## config.mk

```make
export PLATFORM = sky130hd
export DESIGN_NAME = ali_group
export DESIGN_NICKNAME = d
export VERILOG_FILES = /design/src/rtl/array_list_insert_delete_find_assert.svh /design/src/rtl/ali_pkg.sv /design/src/rtl/ali_group.sv
export SDC_FILE = /design/constraint.sdc
export NUM_CORES = 1
export LEC_CHECK = 0
export BUFFER_PORTS_ARGS = -buffer_cell sky130_fd_sc_hd__buf_2
export CORE_AREA = 4 4 114 116
export CTS_CLUSTER_SIZE = 14
export DETAILED_ROUTE_END_ITERATION = 6
export DIE_AREA = 0 0 118 120
export GPL_ROUTABILITY_DRIVEN = 0
export MAX_ROUTING_LAYER = met4
export PLACE_DENSITY = 0.63
export SYNTH_ARGS = -nofsm -noshare
export SYNTH_HDL_FRONTEND = slang
export SYNTH_SLANG_ARGS = --single-unit
```

## constraint.sdc

```tcl
create_clock -name i_clk -period 1.75 [get_ports i_clk]
set_input_delay 0.0875 -clock i_clk [delete_from_list [all_inputs] [get_ports i_clk]]
set_output_delay 0.0875 -clock i_clk [all_outputs]
set_load 0.02 [all_outputs]
```

## src/rtl/array_list_insert_delete_find_assert.svh

```systemverilog
// Assertion helpers for the list block: clock i_clk, synchronous reset i_rst_n.
`ifndef ARRAY_LIST_INSERT_DELETE_FIND_ASSERT_SVH
`define ARRAY_LIST_INSERT_DELETE_FIND_ASSERT_SVH

// Same-cycle implication.
`define ALI_ASSERT_NOW(lbl, ante, cons, msg) \
    lbl: assert property (@(posedge i_clk) disable iff (!i_rst_n) (ante) |-> (cons)) \
        else $error(msg);

// Next-cycle implication.
`define ALI_ASSERT_NEXT(lbl, ante, cons, msg) \
    lbl: assert property (@(posedge i_clk) disable iff (!i_rst_n) (ante) |=> (cons)) \
        else $error(msg);

`endif

```

## src/rtl/ali_pkg.sv

```systemverilog
`default_nettype none

package ali_pkg;

    localparam int CAPACITY = 64;
    localparam int CNT_W    = $clog2(CAPACITY + 1);
    localparam int IDX_W    = (CAPACITY > 1) ? $clog2(CAPACITY) : 1;
    localparam int POS_W    = 7;
    localparam int CMP_W    = (CNT_W > POS_W) ? CNT_W : POS_W;
    localparam int GRP      = 8;
    localparam int OFF_W    = $clog2(GRP);
    localparam int NGRP     = (CAPACITY + GRP - 1) / GRP;

    localparam logic [2:0] CMD_INSERT = 3'd0;
    localparam logic [2:0] CMD_DELETE = 3'd1;
    localparam logic [2:0] CMD_FIND   = 3'd2;
    localparam logic [2:0] CMD_WRITE  = 3'd3;
    localparam logic [2:0] CMD_READ   = 3'd4;

    localparam logic [2:0] ST_OK       = 3'd0;
    localparam logic [2:0] ST_RANGE    = 3'd1;
    localparam logic [2:0] ST_EMPTY    = 3'd2;
    localparam logic [2:0] ST_FULL     = 3'd3;
    localparam logic [2:0] ST_NOTFOUND = 3'd4;

    typedef struct packed {
        logic [2:0]         command;
        logic [POS_W-1:0]   position;
        logic signed [31:0] operand_value;
    } t_in_item;

    typedef struct packed {
        logic [2:0]         status;
        logic [5:0]         found_index;
        logic signed [31:0] read_value;
        logic [6:0]         entry_count;
    } t_out_item;

    // Broadcast to every cell.
    typedef struct packed {
        logic             do_ins;
        logic             do_del;
        logic             do_wr;
        logic             do_find;
        logic             do_read;
        logic [CNT_W-1:0] pos;
        logic [CNT_W-1:0] count;
        logic [31:0]      key;
    } t_cell_ctl;

    // Lowest hit of one group of cells.
    typedef struct packed {
        logic             hit;
        logic [OFF_W-1:0] off;
        logic [31:0]      value;
    } t_grp_res;

endpackage

`default_nettype wire

```

## src/rtl/ali_group.sv

```systemverilog
`default_nettype none

// Lowest-hit select over one group of cells, registered.
module ali_group (
    input  logic               i_clk,
    input  logic               i_en,
    input  logic               i_hit   [ali_pkg::GRP],
    input  logic [31:0]        i_value [ali_pkg::GRP],
    output ali_pkg::t_grp_res  o_res
);
    import ali_pkg::*;

    t_grp_res r_res;
    t_grp_res n_res;

    always_comb begin
        n_res = '0;
        for (int k = GRP - 1; k >= 0; k--) begin
            if (i_hit[k]) begin
                n_res.hit   = 1'b1;
                n_res.off   = OFF_W'(k);
                n_res.value = i_value[k];
            end
        end
    end

    always_ff @(posedge i_clk) begin
        if (i_en) begin
            r_res <= n_res;
        end
    end

    assign o_res = r_res;

endmodule

`default_nettype wire

```

* After elaboration in Yosys (flattened, before gate mapping) *
Index checks and enable logic that the tools add are counted.

storage, ports and cells
  register bits after elaboration = 36
  output and inout bits = 36

operators by class
  muxes and demuxes = 8
  reduce and logical (&&, ||, !) cells = 3

operators with widths
  cell                count
  two-way mux 35 bit  3
  two-way mux 34 bit  2
  two-way mux 36 bit  1
  two-way mux 33 bit  1
  two-way mux 32 bit  1
  OR reduction 7 bit  1
  OR reduction 4 bit  1
  OR reduction 2 bit  1

* Logic depth before layout (Yosys ltp) *
  depth after elaboration = 8
  gate-level depth with buffers = 6
  depth with buffers taken out = 4

* Least setup slack after synthesis *
OpenSTA, ideal clock, no wires.

  path type = input to register
  start = input i_hit[2] (netlist name)
  end = register r_res, in the netlist o_res[16] (data pin)
  setup time = 0.274 ns
  arrival = 0.974 ns
  required time = 1.476 ns
  setup slack = 0.502 ns
  cell stages on the path = 6
  path buffers = 2
  cell sequence = or2_1 > buf_6 > buf_6 > a221o_1 > o2111ai_1 > a31oi_1

RTL lines
  item                  RTL line         text
  start, declared       ali_group.sv:7   input logic i_hit [ali_pkg::GRP],
  end signal, assigned  ali_group.sv:29  r_res <= n_res;
  end, declared         ali_group.sv:13  t_grp_res r_res;

==> results.toml <==
[run_status]
status = "complete, no violations"

[timing]
tns_ns = 0
slew_headroom = 0.456
layout_min_cycle_time_ns = 1.41
maxSlewViolCount = 0
rsz0062_at_grt = "false"
finalHoldViolations = 0
fin_ws_ns = 0.336
setup_violations = 0
worst_pin_slew_ns = 0.817
max_freq_mhz = 707
finalCritPeriodShare = 0.808

[min_path]
hold_start = "i_value[212]"
holdPathEnd = "o_res[20]"
min_path_type = "input port to flop"
hold_depth = 3

[place]
hpwl_um = 14000
place_ws_ns = 0.129
io_buffers = 301

[critical_path]
required_ns = 1.88
critical_path_class = "input port to flop"
crit_arrival_ns = 1.54
end_kind = "flop"
worst-path-max-fanout = 16
critPathLaunchType = "input port"

[floorplan]
start_util = 0.248
dieArea_sq_um = 14200
core_sq_um = 11900
num_rows = 40
io_pins = 302
die_h_um = 120
die_width_um = 118

[grt]
grt_max_degree = 27
gr-total-overflow = 0
first_global_vias = 4170
grt_pass1_wl_um = 24500
grt_antenna_before_repair = 1
grt_usage = 0.228

[detailed_routing]
met1Wirelength_um = 7330
drc_errors = 0
vias_per_cell = 5.49
top_layer_used = "met4"
post_drt_wl_per_cell_um = 22.1
dr_wl_met3_um = 1450
dr_wl_met2_um = 7800
ant_nets = 0
routed_wl_um = 16900
routed-via-count = 4196
first_iter_violations = 382
drt_first_pass_iters = 5

[clocking]
clockBufferDepth = 2
h-tree-depth = 2
cts_setup_buffers = 0
cts-resized-gates = 0
cts-root-buf = "clkbuf_16"
numCtsBuffers = 5
cts.clk_slew.worst_paths_ns = 0.06
cts_tree = "built"
ctsHoldBuffers = 0
clock_sinks = 36

[yosys]
netlist_area_sq_um = 2960
syn_inst = 329
synth_cell_types = 27
post-synth-top-area-cell = "edfxtp_1"
yosysSeqAreaShare = 0.366
syn_nets = 595
ys_top_cells_by_area = "edfxtp_1 37%, a22oi_1 10%, a221o_1 7.1%"
yosys.area.top_type_share = 0.366
synth_seq_cells = 36
syn_area_per_cell_sq_um = 8.98
ys.warnings.count = 0

[power]
vdd_drop_max_mv = 0.308
p_leak_nw = 2.15
p_per_area_nw_per_um2 = 623

[finish]
nets = 881
layout-drive-gt1-share = 0.532
utilization = 0.400
area_growth_pct = 61.2
largest_reg_flops = 36

[run]
maxCapViolCount = 0
## cells in the mapped netlist (all sizes together)
master	number
nor3	1
nand2	28
o21ai	24
a221oi	11
nand3	3
o21ba	1
edfxtp	36
inv	2
o22ai	20
nor2b	17
o2111ai	20
o211ai	11
buf	14
a31oi	21
a21oi	3
or2	1
clkbuf	24
nand2b	19
a221o	21
a22oi	41
nor2	7
and2	1
o31ai	1
or2b	2
## how the worst max path moves through the flow
stage                        start  slack [ns]   endpoint  cells past startpoint
after CTS                 i_hit[1]        0.42  o_res[23]                      5
after detailed placement  i_hit[1]        0.13  o_res[23]                      5
after global routing      i_hit[1]        0.27  o_res[23]                      5
after global placement    i_hit[1]        0.16  o_res[31]                      5
after floorplan           i_hit[2]        0.50  o_res[16]                      6
final                     i_hit[1]        0.34  o_res[23]                      5
## routing by layer
layer / GRT usage / up-vias
met3: 0.0419 / 30
met2: 0.350 / 269
met4: 0.0535 / 0
met1: 0.312 / 1960
met5: - / -
li1: - / 1937
## critical path, stage by stage
cell and delay, ns:
buf_2 0.20, nor2b_2 0.17, nor2b_1 0.67, a221oi_1 0.22, o21ai_1 0.19
## through the flow
stage | power [mW] | cell area (sq um) | hold WS (ns) | instances
floorplan | 1.54 | 2960 | 0.200 | 329
global route | 3.10 | 4760 | 0.150 | 764
CTS | 2.99 | 4760 | 0.127 | 763
detailed placement | 2.10 | 4620 | 0.416 | 755
global placement | 2.09 | 4620 | 0.417 | 755
finish | 2.97 | 4760 | 0.134 | 764
## layout make-up
type / count / area [sq um]
antenna: 1 / 2.50
clock buffer: 6 / 129
clock inverter: 2 / 16.3
fill: 1247 / 7150
inverter: 2 / 7.51
multi-input combinational: 253 / 1690
sequential: 36 / 1080
tap: 147 / 184
timing repair buffer: 317 / 1650
## where the power goes
part	internal [mW]	switching [mW]
clock	0.530	0.342
combinational	0.444	0.576
sequential	1.05	0.0241
## cells by family (layout without fill, tap and decap cells)
logic type	Yosys count	in the layout	synth area share
AND/OR/NAND/NOR	79	79	0.138
AO/OA/AOI/OAI	174	174	0.434
buffers and inverters	40	327	0.0631
flip-flops	36	36	0.366
other	0	1	0
## cell usage in the layout (no fill, tap or decap)
master	synthesis	routed
nor3_1	1	1
o21ba_2	1	1
buf_12	0	2
buf_2	11	301
a21oi_1	3	3
and2_1	1	1
nor2_2	0	2
clkbuf_16	0	5
diode_2	0	1
nor2b_2	1	1
nor2_1	7	5
edfxtp_1	36	36
or2b_1	2	2
a221oi_1	11	11
o21ai_1	10	10
clkbuf_1	24	1
o31ai_1	1	1
inv_1	2	2
nand2b_1	19	19
o21ai_0	14	14
clkinvlp_4	0	1
buf_4	0	14
o22ai_1	20	20
o211ai_1	11	11
or2_1	1	1
clkinv_4	0	1
a31oi_1	21	21
a22oi_1	41	41
a221o_1	21	21
nand3_1	3	3
o2111ai_1	20	20
nor2b_1	16	16
nand2_1	28	28
(Power assumes the default switching activity.)
