File: src/rtl/array_list_insert_delete_find_assert.svh
// Assertion helpers for the list block: clock i_clk, synchronous reset i_rst_n.
`ifndef ARRAY_LIST_INSERT_DELETE_FIND_ASSERT_SVH
`define ARRAY_LIST_INSERT_DELETE_FIND_ASSERT_SVH

// Same-cycle implication.
`define ALI_ASSERT_NOW(lbl, ante, cons, msg) \
    lbl: assert property (@(posedge i_clk) disable iff (!i_rst_n) (ante) |-> (cons)) \
        else $error(msg);

// Next-cycle implication.
`define ALI_ASSERT_NEXT(lbl, ante, cons, msg) \
    lbl: assert property (@(posedge i_clk) disable iff (!i_rst_n) (ante) |=> (cons)) \
        else $error(msg);

`endif

File: src/rtl/ali_pkg.sv
`default_nettype none

package ali_pkg;

    localparam int CAPACITY = 64;
    localparam int CNT_W    = $clog2(CAPACITY + 1);
    localparam int IDX_W    = (CAPACITY > 1) ? $clog2(CAPACITY) : 1;
    localparam int POS_W    = 7;
    localparam int CMP_W    = (CNT_W > POS_W) ? CNT_W : POS_W;
    localparam int GRP      = 8;
    localparam int OFF_W    = $clog2(GRP);
    localparam int NGRP     = (CAPACITY + GRP - 1) / GRP;

    localparam logic [2:0] CMD_INSERT = 3'd0;
    localparam logic [2:0] CMD_DELETE = 3'd1;
    localparam logic [2:0] CMD_FIND   = 3'd2;
    localparam logic [2:0] CMD_WRITE  = 3'd3;
    localparam logic [2:0] CMD_READ   = 3'd4;

    localparam logic [2:0] ST_OK       = 3'd0;
    localparam logic [2:0] ST_RANGE    = 3'd1;
    localparam logic [2:0] ST_EMPTY    = 3'd2;
    localparam logic [2:0] ST_FULL     = 3'd3;
    localparam logic [2:0] ST_NOTFOUND = 3'd4;

    typedef struct packed {
        logic [2:0]         command;
        logic [POS_W-1:0]   position;
        logic signed [31:0] operand_value;
    } t_in_item;

    typedef struct packed {
        logic [2:0]         status;
        logic [5:0]         found_index;
        logic signed [31:0] read_value;
        logic [6:0]         entry_count;
    } t_out_item;

    // Broadcast to every cell.
    typedef struct packed {
        logic             do_ins;
        logic             do_del;
        logic             do_wr;
        logic             do_find;
        logic             do_read;
        logic [CNT_W-1:0] pos;
        logic [CNT_W-1:0] count;
        logic [31:0]      key;
    } t_cell_ctl;

    // Lowest hit of one group of cells.
    typedef struct packed {
        logic             hit;
        logic [OFF_W-1:0] off;
        logic [31:0]      value;
    } t_grp_res;

endpackage

`default_nettype wire

File: src/rtl/ali_cell.sv
`default_nettype none

// One list slot: shifts with its neighbors, flags a key or position hit.
module ali_cell (
    input  logic                      i_clk,
    input  ali_pkg::t_cell_ctl        i_ctl,
    input  logic [ali_pkg::CNT_W-1:0] i_idx,
    input  logic [31:0]               i_prev,
    input  logic [31:0]               i_next,
    output logic [31:0]               o_value,
    output logic                      o_hit
);
    import ali_pkg::*;

    logic [31:0] r_value;
    logic [31:0] n_value;
    logic        r_hit;
    logic        n_hit;

    always_comb begin
        n_value = r_value;
        if (i_ctl.do_ins) begin
            if (i_idx == i_ctl.pos) begin
                n_value = i_ctl.key;
            end else if (i_idx > i_ctl.pos && i_idx <= i_ctl.count) begin
                n_value = i_prev;
            end
        end else if (i_ctl.do_del) begin
            if (i_idx >= i_ctl.pos) begin
                n_value = i_next;
            end
        end else if (i_ctl.do_wr) begin
            if (i_idx == i_ctl.pos) begin
                n_value = i_ctl.key;
            end
        end
        n_hit = (i_ctl.do_find && (i_idx < i_ctl.count) && (r_value == i_ctl.key)) ||
                (i_ctl.do_read && (i_idx == i_ctl.pos));
    end

    always_ff @(posedge i_clk) begin
        r_value <= n_value;
        r_hit   <= n_hit;
    end

    assign o_value = r_value;
    assign o_hit   = r_hit;

endmodule

`default_nettype wire

File: config.mk
export PLATFORM = sky130hd
export DESIGN_NAME = ali_cell
export DESIGN_NICKNAME = d
export VERILOG_FILES = /design/src/rtl/array_list_insert_delete_find_assert.svh /design/src/rtl/ali_pkg.sv /design/src/rtl/ali_cell.sv
export SDC_FILE = /design/constraint.sdc
export NUM_CORES = 1
export LEC_CHECK = 0
export ABC_AREA = 0
export CAP_MARGIN = 20
export CORE_MARGIN = 5
export CORE_UTILIZATION = 62
export CTS_BUF_LIST = sky130_fd_sc_hd__clkbuf_4 sky130_fd_sc_hd__clkbuf_8
export DETAILED_ROUTE_END_ITERATION = 6
export DONT_BUFFER_PORTS = 1
export PLACE_DENSITY = 0.78
export REMOVE_ABC_BUFFERS = 1
export SYNTH_ARGS = -nofsm -noshare
export SYNTH_HDL_FRONTEND = slang
export SYNTH_SLANG_ARGS = --single-unit
File: constraint.sdc
create_clock -name i_clk -period 5.5 [get_ports i_clk]
set_clock_uncertainty 0.15 [all_clocks]
set_input_delay 1.1 -clock i_clk [delete_from_list [all_inputs] [get_ports i_clk]]
set_output_delay 1.1 -clock i_clk [all_outputs]
set_load 0.02 [all_outputs]
Yosys cells after proc, flatten, opt, wreduce, memory -nomap -nowiden --
Cells that the tools add are included.
Storage, ports and cells: flip-flop bits (word level) 33, output and inout bits 33
Operators by class: order comparisons 4, equality and inequality tests 4, muxes and demuxes 7, reduce and logical (&&, ||, !) cells 8
Operators with widths (count):
- $mux 32 | 7
- $eq 32x32->1 | 1
- $eq 7x7->1 | 1
- $ge 7x7->1 | 1
- $gt 7x7->1 | 1
- $le 7x7->1 | 1
- $lt 7x7->1 | 1
- $ne 3x1->1 const B | 2
- $reduce_bool 3->1 | 2
- $logic_and 1x1->1 | 4
- $reduce_and 4->1 | 1
- $logic_or 1x1->1 | 1

Longest topological paths before layout --
word-level depth 5, mapped depth 8, mapped depth without buffers 7

Least setup slack after synthesis --
OpenSTA, ideal clock, no wires.
path kind input-to-reg, start input i_ctl[34] (netlist name), end register r_value[0], in the netlist o_value[0] (enable), arrival 3.741 ns, required time 4.918 ns, slack 1.177 ns, cell stages on the path 7, path through inv_1 ha_1 a21oi_2 a21oi_2 a2111oi_4 o22ai_1 a21oi_1
Between the ends: word-level cells in the longest chain between the ends 4
Ends and longest elaborated chain:
- start, declared | line ali_cell.sv:6 | input ali_pkg::t_cell_ctl i_ctl,
- $le 7x7->1 | line ali_cell.sv:25 | end else if (i_idx > i_ctl.pos && i_idx <= i_ctl.count) begin
- $logic_and 1x1->1 | line ali_cell.sv:25
- $ne 3x1->1 (no source line)
- $reduce_and 4->1 (no source line)
- end signal, assigned | line ali_cell.sv:42 | r_value <= n_value;
- end, declared | line ali_cell.sv:15 | logic [31:0] r_value;
No other way between the ends. A chain may end at the register's enable or synchronous reset.

Worst setup path after layout --
start input i_ctl[45] (netlist name), end register r_value[2], in the netlist o_value[2] (enable)
Between the ends: word-level cells in the longest chain between the ends 4
Ends and longest elaborated chain (line):
- $gt 7x7->1 | ali_cell.sv:25
- $logic_and 1x1->1 | ali_cell.sv:25
- $ne 3x1->1 (no source line)
- $reduce_and 4->1 (no source line) (*)
Mark *: on every way between the ends. The rest lies on a longest branch, timed or not.

==> metrics.yaml <==
synth:
  synth_area_mm2: 0.00277
  synth_commonest_cells: "nand2_1 (67), a211oi_1 (33), a31oi_1 (32), edfxtp_1 (32), nor2b_1 (31)"
  syn-instance-count: 317
  synth_edf_count: 32
  async_flop_share_pct: 0
  avgSynthCellArea_um2: 8.75
  yosys.cell_types.count: 34
  ys_ff_latch: 33
  synthTopCellsByArea: "edfxtp_1 (35%), nand2_1 (9.1%), a211oi_1 (8.9%)"
  netlist.area_leader.share_pct: 34.6
  synth.most_common_cell: "nand2_1"
  yosysWarnings: 0
  ys_seq_area_share_pct: 35.4
  synth_top_area_cell: "edfxtp_1"
  ys.flop_type: "edfxtp_1"
critical_path:
  crit_fanout: 34
  slowest_stage: "a21oi_4"
  cp-start-kind: "primary input"
  endpoint_kind: "flop"
  max_stage_delay_ns: 0.82
  arrival_ns: 3.29
  cp_top_family: "compound AO/OA/AOI/OAI gates"
  crit_buf_inv: 1
  crit_type: "in2reg"
  required_ns: 5.26
  cp_cell_sequence: "inv_1 -> ha_1 -> nand4_2 -> nor2_4 -> a211oi_1 -> a21oi_4"
clocking:
  h-tree-depth: 2
  postCtsSetupBuffers: 0
  clk_pin_slew_worst_paths_ns: 0.07
  cts_buffer_depth: 2
  numCtsBuffers: 5
  ctsRootBufferMaster: "clkbuf_8"
  cts_hold_buf: 0
  clock-sinks: 33
  cts_repair_resize_count: 0
  clock_latency_ns: 0.28
  cts_tree: "built"
detailed_routing:
  drtPass1Iterations: 4
  wl_per_cell_um: 19.3
  drtAntennaViolNets: 0
  routed_via_density: 6.26
  first_iter_violations: 143
  via_count: 2235
  drc: 0
  wl_mm: 6.88
power_and_ir_drop:
  ir_drop_mv: 0.203
  power.density_mw_per_mm2: 280
  leakagePower_nw: 1.03
sta:
  tightest_slew_ns: 1.02
  setup_violations: 0
  slew_headroom_pct: 31.5
  max_freq_mhz: 283
  fin_tns_setup_ns: 0
  finalCritPeriodShare_pct: 64.2
  min_period_ns: 3.53
  finalHoldViolations: 0
  grt_setup_unrepaired: "false"
  drv_slew: 0
grt:
  grt_pass1_vias: 2169
  antenna_found_initial: 0
  grt_max_degree: 67
  grt_overflow: 0
  grt_pass1_wl_mm: 10.7
  track_usage_pct: 22.3
die:
  die_w_um: 76.9
  die_h_um: 76.9
  dieArea_mm2: 0.00591
  core_area_mm2: 0.00435
  rows: 24
  initial_core_util_pct: 63.7
  num_io_pins: 156
placement:
  place_congestion: 0.797
  postPlaceCellArea_mm2: 0.00272
  port_buffers: 0
  place_hpwl_mm: 5.21
hold_path:
  worstHoldPathType: "reg2reg"
finish:
  drive_gt1_share_pct: 4.92
  area_growth_pct: 2.71
  finalInstanceArea_mm2: 0.00285
  antenna_cells: 0
  fin_nets: 441
flow_run:
  drv_cap: 0
status:
  outcome: "completed"
==> sequential cells by signal (all words and copies together), names as in the netlist <==
name	count
o_value	32
o_hit	1
==> power breakdown <==
group / switching [mW] / internal [mW]
clock: 0.0901 / 0.180
combinational: 0.0614 / 0.0620
sequential: 0.0788 / 0.326
total: 0.230 / 0.568
==> area by class of cell <==
type                            instances  area [µm²]
Clock inverter                          3        65.1
Sequential cell                        33         981
Clock buffer                            5        68.8
Fill cell                             381        1510
Timing Repair Buffer                    1        7.51
Inverter                               18        67.6
Multi-Input combinational cell        245        1590
Tap cell                               52        65.1
==> cell usage in the layout (no fill, tap or decap), types with 4 or more instances in the layout <==
| master | synthesis | layout |
|---|---|---|
| nand2_1 | 67 | 67 |
| inv_1 | 18 | 18 |
| clkbuf_8 | 0 | 5 |
| a21oi_1 | 5 | 4 |
| nor2b_1 | 31 | 31 |
| nand4_1 | 4 | 4 |
| edfxtp_1 | 32 | 32 |
| ha_1 | 14 | 14 |
| nor2_1 | 4 | 4 |
| a211oi_1 | 33 | 33 |
| xnor2_1 | 12 | 12 |
| o21ai_0 | 5 | 5 |
| xor2_1 | 16 | 16 |
| a31oi_1 | 32 | 32 |
| nor4_1 | 4 | 4 |
==> worst min-delay path, stage by stage (launching register included) <==
cell	delay (ns)
edfxtp_1	0.49
xor2_1	0.18
nor3_1	0.07
nand3_1	0.07
o21ai_1	0.05
==> cells by family (layout without fill, tap and decap cells) <==
group	count (synthesis)	count (layout)	share of synthesized area [%]
and+or+nand+nor	121	121	21.2
xor gates and xnor gates	28	28	8.84
AOI/OAI and AO/OA	82	82	20.7
DFF	33	33	35.4
adders and majority gates	14	14	6.31
buffers and inverters	39	27	7.58
==> worst paths after layout <==
kind                from  slack [ns]  depth (start not counted)          to
min          o_value[26]        0.75                          4       o_hit
max            i_ctl[45]        1.97                          6  o_value[2]
max reg2reg  o_value[17]        3.75                          5       o_hit
min reg2reg  o_value[26]        0.75                          4       o_hit
==> through the flow <==
step / setup slack (ns) / power [mW] / util [%] / hold WS, ns / std cells
2_1_floorplan: 1.13 / 0.502 / - / 0.659 / 296
3_3_place_gp: 1.64 / 0.531 / 62.4 / 0.743 / 349
3_5_place_dp: 1.60 / 0.536 / 62.4 / 0.750 / 349
4_1_cts: 1.90 / 0.806 / 65.4 / 0.763 / 357
5_1_grt: 1.77 / 0.837 / 65.4 / 0.802 / 357
6_report: 1.97 / 0.799 / 65.4 / 0.750 / 357
==> metal layers <==
metal	global-route usage, %	part of all wire [%]	vias up
met1	27.1	40	997
met3	7.73	9.9	5
li1	-	-	1125
met2	37.1	49	108
met4	6.64	0.94	0
met5	0	0	-
No activity file was read; power rests on OpenSTA's default activity.
